**src/assert_macros.svh**
```systemverilog
// Assertion helpers; define ASSERT_OFF to drop them.
// Each check runs on clk and is held off while arst_n is low.
`ifndef ASSERT_MACROS_SVH
`define ASSERT_MACROS_SVH

`ifndef ASSERT_OFF
`define ASSERT_PROP(label, prop, msg) \
	label: assert property (@(posedge clk) disable iff (!arst_n) prop) else $error(msg);
`define ASSERT_NEVER(label, cond, msg) \
	label: assert property (@(posedge clk) disable iff (!arst_n) !(cond)) else $error(msg);
`else
`define ASSERT_PROP(label, prop, msg)
`define ASSERT_NEVER(label, cond, msg)
`endif

`endif

```
**src/whts_pkg.sv**
```systemverilog
package whts_pkg;

	localparam int EVENT_TYPES     = 6;
	localparam int RETRY_AFTER     = 3;
	localparam int TELEMETRY_EVERY = 15;
	localparam int PERIOD_SECONDS  = 10;

	// event bit positions
	localparam int EV_RECOVER     = 0;
	localparam int EV_UPPER_OFF   = 1;
	localparam int EV_LOWER_ON    = 2;
	localparam int EV_LOWER_ALERT = 3;
	localparam int EV_FAIL        = 4;
	localparam int EV_TIMEOUT     = 5;

	localparam int TEMP_W   = 12;
	localparam int SMOOTH_W = 21;
	localparam int ALPHA_W  = 9;
	localparam int LIMIT_W  = 8;
	localparam int MINUTE_W = 16;
	localparam int CFG_W    = 16;
	localparam int ON_W     = 19;
	localparam int SEC_W    = 6;                 // holds PERIOD_SECONDS and 60
	localparam int CAP_W    = ON_W + SEC_W;
	localparam int FAIL_W   = 8;
	localparam int RETRY_W  = $clog2(RETRY_AFTER + 1);
	localparam int TEL_W    = $clog2(TELEMETRY_EVERY + 1);
	localparam int PERIOD_W = 32;

	localparam logic [ON_W-1:0]   ON_MAX         = '1;
	localparam logic [FAIL_W-1:0] FAIL_MAX       = '1;
	localparam logic [TEMP_W-1:0] FAULT_SENTINEL = TEMP_W'(-16);
	localparam logic [ALPHA_W-1:0] ALPHA_ONE     = ALPHA_W'(256);

	typedef logic [EVENT_TYPES-1:0] ev_mask_t;

	typedef enum logic [2:0] {
		CFG_ALPHA     = 3'd0,
		CFG_SANE_LOW  = 3'd1,
		CFG_SANE_HIGH = 3'd2,
		CFG_LOWER     = 3'd3,
		CFG_UPPER     = 3'd4,
		CFG_REHEAT    = 3'd5,
		CFG_MAX_ON    = 3'd6,
		CFG_DEBOUNCE  = 3'd7
	} cfg_reg_t;

endpackage

```
**src/water_heater_thermostat_supervisor.sv**
```systemverilog
// Water heater thermostat supervisor.
// Input channel (in_valid/in_ready) carries one transaction per sensing period:
// read_ok, sensor_temp (signed 1/16 degC) and relay_in. Output channel
// (out_valid/out_ready) returns exactly one transaction per input: relay_out,
// smoothed_temp, sensor_ok, events_fired, telemetry_due, retry_sensor.
// Configuration: cfg_we/cfg_index/cfg_data write one register per cycle, no
// read-back; write only while no transaction is in flight.
// Timing: the input register loads at acceptance; the result register loads
// from it when empty or when its result leaves; out_valid rises as it loads.
// Throughput: one transaction per cycle while out_ready stays high; the EMA
// update, thermostat, on-time cap and debounce compares all sit in the single
// combinational step between the two registers, bounded by the two EMA
// multipliers feeding the limit compare.
// Stall: while out_ready is low the result register holds; the input register
// still takes one more transaction, then in_ready drops until the result moves.
// Reset (arst_n low): all supervisor state clears, configuration returns to
// its defaults (alpha 77, window 0..1600, limits 0/255, no reheat, no cap,
// debounce 30); no clearing pass is needed.
module water_heater_thermostat_supervisor
	import whts_pkg::*;
(
	input  logic                       clk,
	input  logic                       arst_n,
	// config write port
	input  logic                       cfg_we,
	input  logic [2:0]                 cfg_index,
	input  logic [CFG_W-1:0]           cfg_data,
	// input channel
	input  logic                       in_valid,
	output logic                       in_ready,
	input  logic                       read_ok,
	input  logic signed [TEMP_W-1:0]   sensor_temp,
	input  logic                       relay_in,
	// output channel
	output logic                       out_valid,
	input  logic                       out_ready,
	output logic                       relay_out,
	output logic signed [TEMP_W-1:0]   smoothed_temp,
	output logic                       sensor_ok,
	output logic [EVENT_TYPES-1:0]     events_fired,
	output logic                       telemetry_due,
	output logic                       retry_sensor
);

	`include "assert_macros.svh"

	// ---------------- configuration registers ----------------
	logic [ALPHA_W-1:0]        alpha_q;
	logic signed [TEMP_W-1:0]  sane_low_q;
	logic signed [TEMP_W-1:0]  sane_high_q;
	logic [LIMIT_W-1:0]        lower_q;
	logic [LIMIT_W-1:0]        upper_q;
	logic                      reheat_q;
	logic [MINUTE_W-1:0]       max_on_q;
	logic [CFG_W-1:0]          debounce_q;

	always_ff @(posedge clk or negedge arst_n) begin
		if (!arst_n) begin
			alpha_q     <= ALPHA_W'(77);
			sane_low_q  <= '0;
			sane_high_q <= TEMP_W'(1600);
			lower_q     <= '0;
			upper_q     <= LIMIT_W'(255);
			reheat_q    <= 1'b0;
			max_on_q    <= '0;
			debounce_q  <= CFG_W'(30);
		end else if (cfg_we) begin
			case (cfg_reg_t'(cfg_index))
				CFG_ALPHA:     alpha_q     <= cfg_data[ALPHA_W-1:0];
				CFG_SANE_LOW:  sane_low_q  <= cfg_data[TEMP_W-1:0];
				CFG_SANE_HIGH: sane_high_q <= cfg_data[TEMP_W-1:0];
				CFG_LOWER:     lower_q     <= cfg_data[LIMIT_W-1:0];
				CFG_UPPER:     upper_q     <= cfg_data[LIMIT_W-1:0];
				CFG_REHEAT:    reheat_q    <= cfg_data[0];
				CFG_MAX_ON:    max_on_q    <= cfg_data[MINUTE_W-1:0];
				CFG_DEBOUNCE:  debounce_q  <= cfg_data;
				default:       ;
			endcase
		end
	end

	// ---------------- handshake / pipeline control ----------------
	logic                      valid_s1;
	logic                      read_ok_s1;
	logic signed [TEMP_W-1:0]  raw_s1;
	logic                      relay_s1;
	logic                      valid_s2;
	logic                      adv;

	// Stage 1 moves into the result register when that register is empty or
	// its current transaction leaves this cycle.
	assign adv      = valid_s1 && (!valid_s2 || out_ready);
	assign in_ready = !valid_s1 || adv;

	always_ff @(posedge clk or negedge arst_n) begin
		if (!arst_n) begin
			valid_s1 <= 1'b0;
			valid_s2 <= 1'b0;
		end else begin
			if (in_ready)
				valid_s1 <= in_valid;
			if (adv)
				valid_s2 <= 1'b1;
			else if (out_ready)
				valid_s2 <= 1'b0;
		end
	end

	always_ff @(posedge clk) begin
		if (in_valid && in_ready) begin
			read_ok_s1 <= read_ok;
			raw_s1     <= sensor_temp;
			relay_s1   <= relay_in;
		end
	end

	// ---------------- supervisor state ----------------
	logic signed [SMOOTH_W-1:0] smooth_q;
	logic                       started_q;
	logic [FAIL_W-1:0]          fail_q;
	logic [RETRY_W-1:0]         retry_q;
	logic                       fault_q;
	logic [ON_W-1:0]            on_q;
	logic                       was_on_q;
	logic [TEL_W-1:0]           tel_q;
	logic [PERIOD_W-1:0]        period_q;
	ev_mask_t                   fired_q;
	logic [PERIOD_W-1:0]        last_fired_q [EVENT_TYPES];

	// ---------------- single step datapath ----------------
	logic                       good;
	logic [ALPHA_W-1:0]         a_eff;
	logic [ALPHA_W-1:0]         b_eff;
	logic signed [21:0]         prod_new;
	logic signed [30:0]         prod_old;
	logic [31:0]                mix_sum;
	logic signed [SMOOTH_W-1:0] smooth_n;
	logic [FAIL_W-1:0]          fail_n;
	logic [RETRY_W-1:0]         retry_inc;
	logic [RETRY_W-1:0]         retry_n;
	logic                       retry_hit;
	logic                       fault_n;
	logic [TEL_W-1:0]           tel_inc;
	logic [TEL_W-1:0]           tel_n;
	logic                       tel_hit;
	logic                       relay_th;
	logic [ON_W-1:0]            on_base;
	logic [ON_W-1:0]            on_inc;
	logic [ON_W-1:0]            on_n;
	logic [CAP_W-1:0]           on_secs;
	logic [CAP_W-1:0]           cap_secs;
	logic                       timeout;
	logic                       relay_fin;
	ev_mask_t                   ev_raise;
	ev_mask_t                   ev_fire;
	logic [SMOOTH_W:0]          rnd;
	logic [TEMP_W-1:0]          shown;

	always_comb begin
		good = read_ok_s1 && (raw_s1 >= sane_low_q) && (raw_s1 <= sane_high_q);

		// EMA in Q.8 of 1/16 degC; alpha above one is taken as one
		a_eff    = alpha_q[ALPHA_W-1] ? ALPHA_ONE : alpha_q;
		b_eff    = ALPHA_ONE - a_eff;
		prod_new = $signed({13'b0, a_eff}) * $signed({{10{raw_s1[TEMP_W-1]}}, raw_s1});
		prod_old = $signed({22'b0, b_eff})
			* $signed({{10{smooth_q[SMOOTH_W-1]}}, smooth_q});
		mix_sum  = {{2{prod_new[21]}}, prod_new, 8'b0}
			+ {prod_old[30], prod_old} + 32'd128;

		smooth_n  = smooth_q;
		fail_n    = fail_q;
		retry_n   = retry_q;
		retry_hit = 1'b0;
		fault_n   = fault_q;
		tel_n     = tel_q;
		tel_hit   = 1'b0;
		relay_th  = relay_s1;
		ev_raise  = '0;
		retry_inc = retry_q + RETRY_W'(1);
		tel_inc   = tel_q + TEL_W'(1);

		if (good) begin
			fail_n  = '0;
			retry_n = '0;
			if (fault_q) begin
				fault_n              = 1'b0;
				ev_raise[EV_RECOVER] = 1'b1;
			end
			if (!started_q)
				smooth_n = {raw_s1[TEMP_W-1], raw_s1, 8'b0};
			else
				smooth_n = mix_sum[28:8];
			// thermostat at full precision: whole degrees are 4096 LSB
			if (relay_s1 && smooth_n >= $signed({1'b0, upper_q, 12'b0})) begin
				relay_th               = 1'b0;
				ev_raise[EV_UPPER_OFF] = 1'b1;
			end else if (!relay_s1 && smooth_n <= $signed({1'b0, lower_q, 12'b0})) begin
				if (reheat_q) begin
					relay_th              = 1'b1;
					ev_raise[EV_LOWER_ON] = 1'b1;
				end else begin
					ev_raise[EV_LOWER_ALERT] = 1'b1;
				end
			end
			if (tel_inc >= TEL_W'(TELEMETRY_EVERY)) begin
				tel_n   = '0;
				tel_hit = 1'b1;
			end else begin
				tel_n = tel_inc;
			end
		end else begin
			if (fail_q != FAIL_MAX)
				fail_n = fail_q + FAIL_W'(1);
			if (retry_inc >= RETRY_W'(RETRY_AFTER)) begin
				retry_n   = '0;
				retry_hit = 1'b1;
			end else begin
				retry_n = retry_inc;
			end
			if (!fault_q && fail_n >= FAIL_W'(RETRY_AFTER)) begin
				fault_n           = 1'b1;
				ev_raise[EV_FAIL] = 1'b1;
			end
		end

		// continuous on-time cap, count restarts on a rising relay
		on_base  = was_on_q ? on_q : '0;
		on_inc   = (on_base != ON_MAX) ? on_base + ON_W'(1) : on_base;
		on_secs  = CAP_W'(on_inc) * CAP_W'(PERIOD_SECONDS);
		cap_secs = CAP_W'(max_on_q) * CAP_W'(60);
		timeout  = relay_th && (max_on_q != '0) && (on_secs >= cap_secs);
		relay_fin = relay_th && !timeout;
		on_n      = relay_fin ? on_inc : '0;
		ev_raise[EV_TIMEOUT] = timeout;

		// per-type debounce; the period gap is taken modulo 2^32
		for (int k = 0; k < EVENT_TYPES; k++) begin
			ev_fire[k] = ev_raise[k] && !(fired_q[k] &&
				((period_q - last_fired_q[k]) < PERIOD_W'(debounce_q)));
		end

		// round to nearest, ties upward
		rnd   = {smooth_n[SMOOTH_W-1], smooth_n} + (SMOOTH_W+1)'(128);
		shown = fault_n ? FAULT_SENTINEL : rnd[TEMP_W+7:8];
	end

	always_ff @(posedge clk or negedge arst_n) begin
		if (!arst_n) begin
			smooth_q  <= '0;
			started_q <= 1'b0;
			fail_q    <= '0;
			retry_q   <= '0;
			fault_q   <= 1'b0;
			on_q      <= '0;
			was_on_q  <= 1'b0;
			tel_q     <= '0;
			period_q  <= '0;
			fired_q   <= '0;
		end else if (adv) begin
			smooth_q  <= smooth_n;
			started_q <= started_q || good;
			fail_q    <= fail_n;
			retry_q   <= retry_n;
			fault_q   <= fault_n;
			on_q      <= on_n;
			was_on_q  <= relay_fin;
			tel_q     <= tel_n;
			period_q  <= period_q + PERIOD_W'(1);
			fired_q   <= fired_q | ev_fire;
		end
	end

	always_ff @(posedge clk) begin
		if (adv) begin
			for (int k = 0; k < EVENT_TYPES; k++) begin
				if (ev_fire[k])
					last_fired_q[k] <= period_q;
			end
		end
	end

	// ---------------- result register ----------------
	logic                  relay_s2;
	logic [TEMP_W-1:0]     temp_s2;
	logic                  ok_s2;
	ev_mask_t              events_s2;
	logic                  tel_s2;
	logic                  retry_s2;

	always_ff @(posedge clk) begin
		if (adv) begin
			relay_s2  <= relay_fin;
			temp_s2   <= shown;
			ok_s2     <= !fault_n;
			events_s2 <= ev_fire;
			tel_s2    <= tel_hit;
			retry_s2  <= retry_hit;
		end
	end

	assign out_valid     = valid_s2;
	assign relay_out     = relay_s2;
	assign smoothed_temp = temp_s2;
	assign sensor_ok     = ok_s2;
	assign events_fired  = events_s2;
	assign telemetry_due = tel_s2;
	assign retry_sensor  = retry_s2;

	// ---------------- checks ----------------
	`ASSERT_NEVER(a_retry_range, retry_q >= RETRY_W'(RETRY_AFTER), "retry phase out of range")
	`ASSERT_NEVER(a_no_overwrite, valid_s2 && !out_ready && adv, "result overwritten while stalled")
	`ASSERT_PROP(a_sentinel, (valid_s2 && !ok_s2) |-> (temp_s2 == FAULT_SENTINEL), "no sentinel")
	`ASSERT_PROP(a_timeout, (valid_s2 && events_s2[EV_TIMEOUT]) |-> !relay_s2, "timeout relay on")

endmodule

```
**config.mk**
```make
export PLATFORM = sky130hd
export DESIGN_NAME = water_heater_thermostat_supervisor
export DESIGN_NICKNAME = d
export VERILOG_FILES = /design/src/whts_pkg.sv /design/src/water_heater_thermostat_supervisor.sv
export VERILOG_INCLUDE_DIRS = /design/src /design/src/src
export SDC_FILE = /design/constraint.sdc
export NUM_CORES = 2
export LEC_CHECK = 0
export BUFFER_PORTS_ARGS = -buffer_cell sky130_fd_sc_hd__buf_2
export CAP_MARGIN = 20
export CORE_ASPECT_RATIO = 1.5
export CORE_UTILIZATION = 35
export CTS_BUF_LIST = sky130_fd_sc_hd__clkbuf_8
export CTS_CLUSTER_DIAMETER = 30
export DETAILED_ROUTE_END_ITERATION = 12
export SLEW_MARGIN = 20
export SYNTH_ARGS = -nofsm -noshare
export SYNTH_HDL_FRONTEND = slang
export SYNTH_SLANG_ARGS = --single-unit
export TNS_END_PERCENT = 1
```
**constraint.sdc**
```tcl
create_clock -name clk -period 13.2 [get_ports clk]
set_input_delay 1.32 -clock clk [delete_from_list [all_inputs] [get_ports clk]]
set_output_delay 1.32 -clock clk [all_outputs]
set_load 0.02 [all_outputs]
```
==> impl_metrics.yaml <==
global_route:
  grt_max_degree: 75
  grt_pass1_wl_um: 188000
  overflow: 0
  grt_pass1_vias: 34300
  track_usage_pct: 19.7
  antenna_found_initial: 7
critical_path:
  cp.depth: 41
  critPathTopFamily: "adder cells"
  path_buf_inv: 5
  cp-start-kind: "flop"
  slowest_stage: "nor2b_1"
  cp-end-kind: "flop"
  arrival_ns: 12.70
  rr_startpoint: "alpha_q[3]$_DFFE_PN1P_"
  crit_top_cell: "fa_1"
  crit_type: "flop to flop"
  worstPathMaxFanout: 32
  reg2reg_slack_ns: 0.93
  worstPathRequired_ns: 13.63
  slowest_delay_ns: 0.84
  reg2regPathDepth: 41
  regToRegEndpoint: "last_fired_q[5][24]$_DFFE_PP_"
place:
  gp_congestion: 0.916
  portBuffers: 61
  dp_hpwl_um: 93900
cts:
  root_buffer: "clkbuf_8"
  cts-resized-gates: 0
  cts_sinks: 407
  cts_made_buffers: 93
  hold_buffers: 0
  cts_max_path_buffers: 3
  htreeDepth: 3
  cts_tree: "built"
  clock_latency_ns: 0.80
  post_cts_buffers: 0
  clkTransAtPathRegs_ns: 0.06
yosys:
  netlist_area_um2: 42300
  ys_warn_count: 0
  synth-xor-area-share_pct: 5.13
  synth-compound-area-share_pct: 14.6
  synth-seq-cells: 407
  ys_seq_area_share_pct: 26.8
  synthAdderAreaFrac_pct: 29.3
  async_flop_share_pct: 44.0
  synth_top_family_by_area: "adder cells"
  synth.distinct_cells: 88
  syn_area_per_cell_um2: 9.31
  synthMuxAreaShare_pct: 2.29
  yosys.area_share.simple_pct: 15.0
  syn-num-nets: 5397
  syn_inst: 4546
  synth_edf_count: 228
  synthFlopType: "edfxtp_1"
detailed_routing:
  route.vias.total: 33100
  route.detailed.drc: 0
  wire_per_inst_um: 19.0
  viasPerCell: 5.24
  antenna_left: 0
  drtPass1Iterations: 5
  dr.first_iter.drc_count: 1534
  totalWireLength_um: 120000
sta:
  layout_min_cycle_time_ns: 12.27
  relSlewSlack_pct: 26.7
  timing.fmax_mhz: 81.5
  slew_viol_final: 0
  setup-violations-final: 0
  worst_slew_pin_slew_ns: 1.10
  fin_setup_tns_ns: 0
  rsz0062_at_grt: "no"
  final_min_period_over_clock_period_pct: 92.9
  finalClockSkew_ns: 0.0662
  finalHoldViolations: 0
worst_hold_path:
  hold_path_depth: 1
  min-delay-start: "fired_q[3]$_DFFE_PN0P_"
  hold_path_class: "flop to flop"
  holdPathEnd: "fired_q[3]$_DFFE_PN0P_"
die:
  dieArea_um2: 122000
  core_um2: 119000
  die_height_um: 428
  start_util_pct: 35.4
  row_count: 155
  fp.dieW_um: 286
  ios: 62
layout:
  ff_latch_area_um2: 11300
  multi_input_area_um2: 28100
  nFillCells: 12000
  nets: 5517
  syn_to_final_growth_pct: 11.1
  drive_gt1_share_pct: 8.98
flow_run:
  cap_violations: 0
status:
  status: "complete, no violations"
[synthesized netlist by cell type (all sizes together) (100+ instances only)]
cell | count | area (µm²)
nor2b | 100 | 633
inv | 660 | 2480
a21oi | 249 | 1250
nor2 | 223 | 837
edfxtp | 228 | 6850
nand2 | 385 | 1450
ha | 516 | 6460
fa | 297 | 5950
and2 | 136 | 851
dfrtp | 160 | 4000
xnor2 | 168 | 1470
o21ai | 238 | 1230
[cell usage in the layout, fill, tap and decap left out, types with 80 or more instances in the layout]
cell	Yosys	routed
xor2_1	80	80
inv_1	659	674
clkbuf_8	0	103
o21ai_0	226	223
a21o_1	97	97
nor2b_1	99	98
dfrtp_1	160	160
fa_1	297	297
nand2_1	384	384
nand2b_1	85	85
a21oi_1	249	249
nand3_1	89	89
ha_1	516	516
xnor2_1	168	165
and2_1	136	136
edfxtp_1	228	228
nor2_1	223	223
[worst reg2reg max path, delay by kind of cell, from the launching register on]
kind	cells	cell delay, ns
adders and majority gates	11	4.88
buffers and inverters	5	0.60
muxes	1	0.32
xor gates and xnor gates	1	0.11
and+or+nand+nor	8	1.90
AOI/OAI and AO/OA	15	3.52
DFF	1	0.55
[stage by stage]
step | std cells | hold slack [ns] | utilization [%] | setup WS, ns | instance area, µm²
floorplan | 4546 | 0.424 | - | 0.667 | 42300
finish | 6317 | 0.473 | 39.3 | 0.935 | 47000
global placement | 6141 | 0.452 | 37.5 | 1.22 | 44800
CTS | 6315 | 0.465 | 39.3 | 0.942 | 47000
detailed placement | 6141 | 0.452 | 37.5 | 0.987 | 44800
global route | 6317 | 0.481 | 39.3 | 0.0692 | 47000
[worst max path at each step]
stage / start / to / slack, ns
finish: alpha_q[3]$_DFFE_PN1P_ / last_fired_q[5][24]$_DFFE_PP_ / 0.93
global placement: alpha_q[3]$_DFFE_PN1P_ / last_fired_q[5][27]$_DFFE_PP_ / 1.22
detailed placement: alpha_q[3]$_DFFE_PN1P_ / last_fired_q[5][24]$_DFFE_PP_ / 0.99
floorplan: alpha_q[8]$_DFFE_PN0P_ / last_fired_q[5][0]$_DFFE_PP_ / 0.67
CTS: alpha_q[3]$_DFFE_PN1P_ / last_fired_q[5][24]$_DFFE_PP_ / 0.94
global route: alpha_q[3]$_DFFE_PN1P_ / last_fired_q[5][18]$_DFFE_PP_ / 0.07
[logic make-up (layout without fill, tap and decap cells)]
group,after synthesis,count (layout)
other,0,2
buffers and inverters,770,969
DFF,407,407
AOI/OAI and AO/OA,951,951
adders and majority gates,813,813
and+or+nand+nor,1268,1268
muxes,89,89
xor gates and xnor gates,248,248
[metal layers]
metal  global-route usage (%)  share of wire [%]  up-vias
li1                         -                  -    15900
met1                     21.2                 38    16200
met2                     36.6                 52      711
met3                     2.42                3.5      294
met4                     11.7                6.1        6
met5                        0              0.035        -
[registers in the layout (all words and copies together), names as in the netlist, 12 cells and up]
signal	count
debounce_q	16
last_fired_q	192
max_on_q	16
on_q	19
period_q	32
raw_s1	12
sane_high_q	12
sane_low_q	12
smooth_q	21
smoothed_temp	12
[area by class of cell]
type	instances	area share (%)
well taps	1570	4.18
clock buffers	102	2.99
flip-flops and latches	407	24.1
multi-input cells	3369	59.9
inverters	661	5.28
diodes	2	0.0106
clock inverters	72	1.68
repair buffers	134	1.83
Power is left out: the tool's default activity adds up to more than one toggle a clock period on the data nets, which glitch-free logic cannot reach.
